--- config.mk ---
export PLATFORM = sky130hd
export DESIGN_NAME = ats_totals
export DESIGN_NICKNAME = d
export VERILOG_FILES = /design/src/association_table_sampler_core_macros.svh /design/src/ats_pkg.sv /design/src/ats_totals.sv
export SDC_FILE = /design/constraint.sdc
export NUM_CORES = 2
export LEC_CHECK = 0
export BUFFER_PORTS_ARGS = -buffer_cell sky130_fd_sc_hd__buf_2
export CAP_MARGIN = 25
export CORE_MARGIN = 10
export CORE_UTILIZATION = 57
export CTS_BUF_LIST = sky130_fd_sc_hd__clkbuf_16
export CTS_CLUSTER_SIZE = 24
export DETAILED_ROUTE_END_ITERATION = 8
export PLACE_DENSITY = 0.77
export SLEW_MARGIN = 30
export SYNTH_ARGS = -nofsm -noshare
export SYNTH_HDL_FRONTEND = slang
export SYNTH_SLANG_ARGS = --single-unit
--- constraint.sdc ---
create_clock -name clk_i -period 4.7 [get_ports clk_i]
set_clock_uncertainty 0.15 [all_clocks]
set_input_delay 1.175 -clock clk_i [delete_from_list [all_inputs] [get_ports clk_i]]
set_output_delay 1.175 -clock clk_i [all_outputs]
set_load 0.005 [all_outputs]
--- src/association_table_sampler_core_macros.svh ---
// assertion helpers used by the sampler core
`ifndef ASSOCIATION_TABLE_SAMPLER_CORE_MACROS_SVH
`define ASSOCIATION_TABLE_SAMPLER_CORE_MACROS_SVH

// same-cycle implication, sampled on clk_i, off during reset
`define ATS_ASSERT_HOLDS(lbl, ante, cons) \
  lbl: assert property (@(posedge clk_i) disable iff (!rst_ni) (ante) |-> (cons)) \
    else $error("ats: same-cycle check failed");

// next-cycle implication, sampled on clk_i, off during reset
`define ATS_ASSERT_NEXT(lbl, ante, cons) \
  lbl: assert property (@(posedge clk_i) disable iff (!rst_ni) (ante) |=> (cons)) \
    else $error("ats: next-cycle check failed");

`endif

--- src/ats_pkg.sv ---
package ats_pkg;

  // operation codes of an input word
  typedef enum logic [2:0] {
    OP_SPEAK  = 3'd0,
    OP_LISTEN = 3'd1,
    OP_LEARN  = 3'd2,
    OP_WRITE  = 3'd3,
    OP_READ   = 3'd4
  } op_e;

  // result status codes
  typedef enum logic [1:0] {
    STAT_OK    = 2'd0,
    STAT_EMPTY = 2'd1,
    STAT_SAT   = 2'd2
  } status_e;

  // update applied to a row total and a column total
  typedef enum logic [1:0] {
    TOT_NONE = 2'd0,
    TOT_INC  = 2'd1,
    TOT_DEC  = 2'd2,
    TOT_SET  = 2'd3
  } tot_op_e;

  // sequencer states
  typedef enum logic [3:0] {
    ST_CLEAR,
    ST_IDLE,
    ST_DISPATCH,
    ST_LEARN,
    ST_POP_WAIT,
    ST_DEC_WAIT,
    ST_PUSH,
    ST_INC_RD,
    ST_INC_WAIT,
    ST_SAMPLE,
    ST_RN,
    ST_SCAN,
    ST_WR_WAIT,
    ST_RD_WAIT,
    ST_DONE
  } st_e;

endpackage

--- src/ats_totals.sv ---
module ats_totals #(
  parameter int MEANINGS = 16,
  parameter int SYMBOLS  = 16,
  parameter int MW       = 4,
  parameter int SW       = 4,
  parameter int CB       = 16,
  parameter int TB       = 20
) (
  input  logic              clk_i,
  input  logic              rst_ni,
  input  ats_pkg::tot_op_e  tot_op_i,
  input  logic [MW-1:0]     row_i,
  input  logic [SW-1:0]     col_i,
  input  logic [CB-1:0]     old_i,
  input  logic [CB-1:0]     new_i,
  output logic [TB-1:0]     row_total_o,
  output logic [TB-1:0]     col_total_o
);
  import ats_pkg::*;

  logic [TB-1:0] row_tot_q [MEANINGS];
  logic [TB-1:0] col_tot_q [SYMBOLS];
  logic [TB-1:0] row_cur, col_cur;

  // totals at the selected row and column
  assign row_cur     = row_tot_q[row_i];
  assign col_cur     = col_tot_q[col_i];
  assign row_total_o = row_cur;
  assign col_total_o = col_cur;

  // row and column totals follow every count change
  always_ff @(posedge clk_i or negedge rst_ni) begin
    if (!rst_ni) begin
      for (int i = 0; i < MEANINGS; i++) row_tot_q[i] <= '0;
      for (int j = 0; j < SYMBOLS; j++) col_tot_q[j] <= '0;
    end else begin
      case (tot_op_i)
        TOT_INC: begin
          row_tot_q[row_i] <= row_cur + TB'(1);
          col_tot_q[col_i] <= col_cur + TB'(1);
        end
        TOT_DEC: begin
          row_tot_q[row_i] <= row_cur - TB'(1);
          col_tot_q[col_i] <= col_cur - TB'(1);
        end
        TOT_SET: begin
          row_tot_q[row_i] <= row_cur - TB'(old_i) + TB'(new_i);
          col_tot_q[col_i] <= col_cur - TB'(old_i) + TB'(new_i);
        end
        default: ;
      endcase
    end
  end

endmodule

After elaboration in Yosys (flattened, before gate mapping)
Cells that the tools add are included.

storage, ports and cells
  output and inout port bits = 40
  input port bits = 44
  word-level logic and storage cells = 70
  flip-flop bits (word level) = 640

cells by class
  bitwise gates (word level) = 2
  eq/ne operators = 3
  $lt $le $gt $ge = 4
  reductions and logical operators = 3
  multiplexer cells = 18
  add/sub/neg operators = 8

operators with widths
  operator               number
  $bwmux 320             6
  $pmux 320 s3           2
  $bmux 20 s4            2
  $demux 20 s4           2
  $mux 20                6
  $add 20x1->20 const B  2
  $add 20x16->20         2
  $sub 20x1->20 const B  2
  $sub 20x16->20         2
  $ge 5x5->1 const B     2
  $lt 5x1->1 const B     2
  $not 4->5              2
  $eq 2x2->1 const B     2
  $reduce_bool 3->1      1
  $eq 2x1->1 const B     1
  $logic_and 1x1->1      2

Longest topological paths before layout
  depth after elaboration = 8
  depth in mapped cells = 22
  depth with buffers taken out = 17

Worst setup path after synthesis
No wires, ideal clock.

  kind = input-to-reg
  from = input col_i[0]
  to = register with a tool-made name
  arrival = 6.116 ns
  buffers on the path = 4
  setup slack = -1.631 ns
  data required time = 4.485 ns
  library setup time = 0.065 ns
  stages on the path = 19
  cells stage by stage = buf_2 buf_4 buf_2 mux4_2 a22o_1 or2_2 inv_1 fa_1 fa_1 nor2b_1 o31a_1 o41a_1 o21ai_0 a2111oi_0 a31oi_1 mux2i_1 a211oi_1 buf_2 o22a_1

RTL lines
  element             line              text
  start: declaration  ats_totals.sv:13  input logic [SW-1:0] col_i,

==> results.yml <==
sta:
  rsz0062_at_grt: "true"
  hold_slack_ns: 0.327
  finalCritPeriodShare_pct: 111
  slew_headroom_pct: 23.4
  finalCriticalPeriod_ns: 5.23
  hold_viol_final: 0
  finalSetupViolCount: 372
  slew_viol_final: 0
  setup_slack_ns: -0.534
  fin_setup_tns_ns: -90.39
  fmax_mhz: 191
  worst_pin_slew_ns: 1.15
layout:
  drive_gt1_share_pct: 33.9
  final_common_cell: "dfrtp_1"
  nets: 4010
  instances_no_fill: 4727
  utilization_pct: 73.7
  final_cell_mix: "dfrtp_1, buf_4, nor2_1"
  num-fill-cells: 3911
  n_antenna_cell: 0
  syn2layout_area_growth_pct: 28.6
  design_area_um2: 45300
route:
  ant_nets: 0
  drc_errors: 0
  firstDrtPassIters: 6
  viasPerCell: 7.04
  avgRoutedWirePerCell_um: 27.8
  num_vias: 33274
  routed_wirelength_um: 132000
  drt_iter0_markers: 4997
run_status:
  violations: "setup timing"
  status: "complete, but fails checks"
place:
  placed_cell_area_um2: 41300
  finalWeightedCongestion: 0.989
  post-dp-hpwl_um: 89000
  io_buffers: 83
  place_inst: 4533
  place_ws_ns: -1.18
critical_path:
  worst-endpoint-arrival_ns: 5.62
  cp_slowest_stage_delay_ns: 0.53
  path_max_fanout: 9
  critPathTopFamily: "compound AO/OA/AOI/OAI gates"
  crit_path_frequent_cell: "buf_12"
  cp.depth: 19
  worstSetupPathType: "in -> reg"
  path_cells: "buf_16 -> buf_12 -> mux4_2 -> a22o_4 -> a221oi_4 -> fa_1 -> inv_1 -> ha_4 -> a211o_1 -> a221o_1 -> a21oi_4 -> nor4_4 -> o31ai_2 -> a211oi_2 -> nor3_1 -> a211oi_4 -> buf_12 -> clkbuf_16 -> o21ai_1"
  cp-start-kind: "primary input"
  cp-end-kind: "register"
  cp_slowest_cell: "mux4_2"
  critPathBufInv: 5
  rr_worst_depth: 17
  worstPathRequired_ns: 5.09
power:
  p_per_area_nw_per_um2: 575
  p_int_mw: 16.1
  p_comb_share_pct: 46.2
  power_frac_seq_pct: 33.1
  p_switching_mw: 10.0
  clockPowerShare_pct: 20.7
  switching_share_pct: 38.4
  vdd_drop_max_mv: 0.386
  power_mw: 26.1
  p_leak_nw: 19.3
clock_tree:
  holdBufCountCts: 0
  cts_tree: "yes"
  cts.clk_slew.worst_paths_ns: 0.06
  insertion_delay_ns: 0.63
  cts_made_buffers: 70
  cts_htree_levels: 3
  cts.path.max_buffers: 3
  clockRootBuffer: "clkbuf_16"
  cts.sinks: 640
floorplan:
  core_area_um2: 61500
  rows: 91
  design.die.area_um2: 72200
  boundaryPins: 84
  die_height_um: 269
  floorplan.initialDensity_pct: 57.4
  die_w_um: 269
synth:
  postSynthCellCount: 3429
  synth_top_family_by_area: "compound AO/OA/AOI/OAI gates"
  muxShareOfSynthArea_pct: 13.6
  yosys.area.top_type: "dfrtp_1"
  yosys.area_share.simple_pct: 11.2
  synthArstFlopShare_pct: 100
  synth_area_leaders: "dfrtp_1, mux4_2, a21oi_1"
  yosys_warnings: 0
  synth_compound_area_share_pct: 19.7
  syn_nets: 3557
  ys_seq_elements: 640
  synth_cell_types: 73
  synthAdderAreaFrac_pct: 3.66
  avgSynthCellArea_um2: 10.3
  synth_area_um2: 35300
  ys.flop_type: "dfrtp_1"
  netlist.area_leader.share_pct: 45.4
  yosysSeqAreaShare_pct: 45.4
  synth_xor_area_share_pct: 1.91
  synth_edf_count: 0
hold_path:
  hold_depth: 2
  worstHoldPathType: "reg -> reg"
grt:
  gr-usage-all-layers_pct: 35.7
  antenna_found_initial: 1
  grt_pass1_vias: 33057
  grt_max_degree: 132
  gr-total-overflow: 0
  grt_pass1_wl_um: 198000
run:
  max-cap-violations: 0
-- metal layers --
| metal | up-vias | share of wire, % | track usage (%) |
|---|---|---|---|
| met3 | 481 | 14 | 12.0 |
| met2 | 2636 | 43 | 52.0 |
| li1 | 13612 | - | - |
| met1 | 16545 | 38 | 48.7 |
| met5 | - | 0 | 0 |
| met4 | 0 | 4.5 | 14.4 |
-- tightest hold or removal path, cell delays in order, from the launching register on --
cell,delay (ns)
dfrtp_1,0.34
nand2_1,0.06
o21ai_2,0.05
-- Yosys cell counts, types with 16 or more instances --
cell type    n
a21o_1      20
a21oi_1    351
a221oi_1   103
a221oi_2    16
a22o_1      53
a22oi_1     23
buf_1       16
buf_2       38
clkbuf_1   172
dfrtp_1    640
fa_1        32
ha_1        52
inv_1      125
mux2i_1    100
mux4_2     165
nand2_1    340
nand3_1     33
nor2_1     429
nor3_1      38
nor4_1      17
o21ai_0    143
o21ai_1     16
o221a_2     16
o221ai_1    20
o22a_1      49
o22ai_1    150
xnor2_1     65
-- power groups by stage --
stage / combinational [mW] / clock, mW / sequential, mW
2_1_floorplan: 6.72 / 0 / 8.17
3_3_place_gp: 10.1 / 0 / 8.43
3_5_place_dp: 10.5 / 0 / 8.59
4_1_cts: 11.1 / 5.38 / 8.54
5_1_grt: 12.7 / 5.64 / 8.78
6_report: 12.1 / 5.40 / 8.63
-- path summary, 6_finish.rpt --
kind	from	end	slack (ns)
max in group asynchronous	rst_ni	async pin	2.90
hold reg to reg	register	register	0.33
setup / recovery	row_i[0]	register	-0.53
min in group asynchronous	rst_ni	async pin	0.35
setup reg to reg	register	register	-0.11
hold / removal	register	register	0.33
-- repair_timing --
action / in CTS / in global routing
gates cloned: 7 / 6
pin swaps: 43 / 31
setup buffers: 30 / 23
gates resized for setup: 117 / 77
endpoints found under the setup margin: 413 / 445
-- logic make-up after synthesis --
kind of cell,Yosys count
adders and majority gates,84
AOI/OAI and AO/OA,1046
and+or+nand+nor,937
buffers and inverters,375
xor gates and xnor gates,77
DFF,640
muxes,270
-- final cells by class --
class / instances / area [µm²] / area share, %
multi-input combinational: 2415 / 19900 / 43.9
tap: 790 / 988 / 2.18
clock inverter: 56 / 430 / 0.949
clock buffer: 71 / 1780 / 3.92
sequential: 640 / 16000 / 35.3
timing repair buffer: 622 / 5740 / 12.7
inverter: 133 / 510 / 1.13
Note: power is estimated with default switching activity, not from simulation.
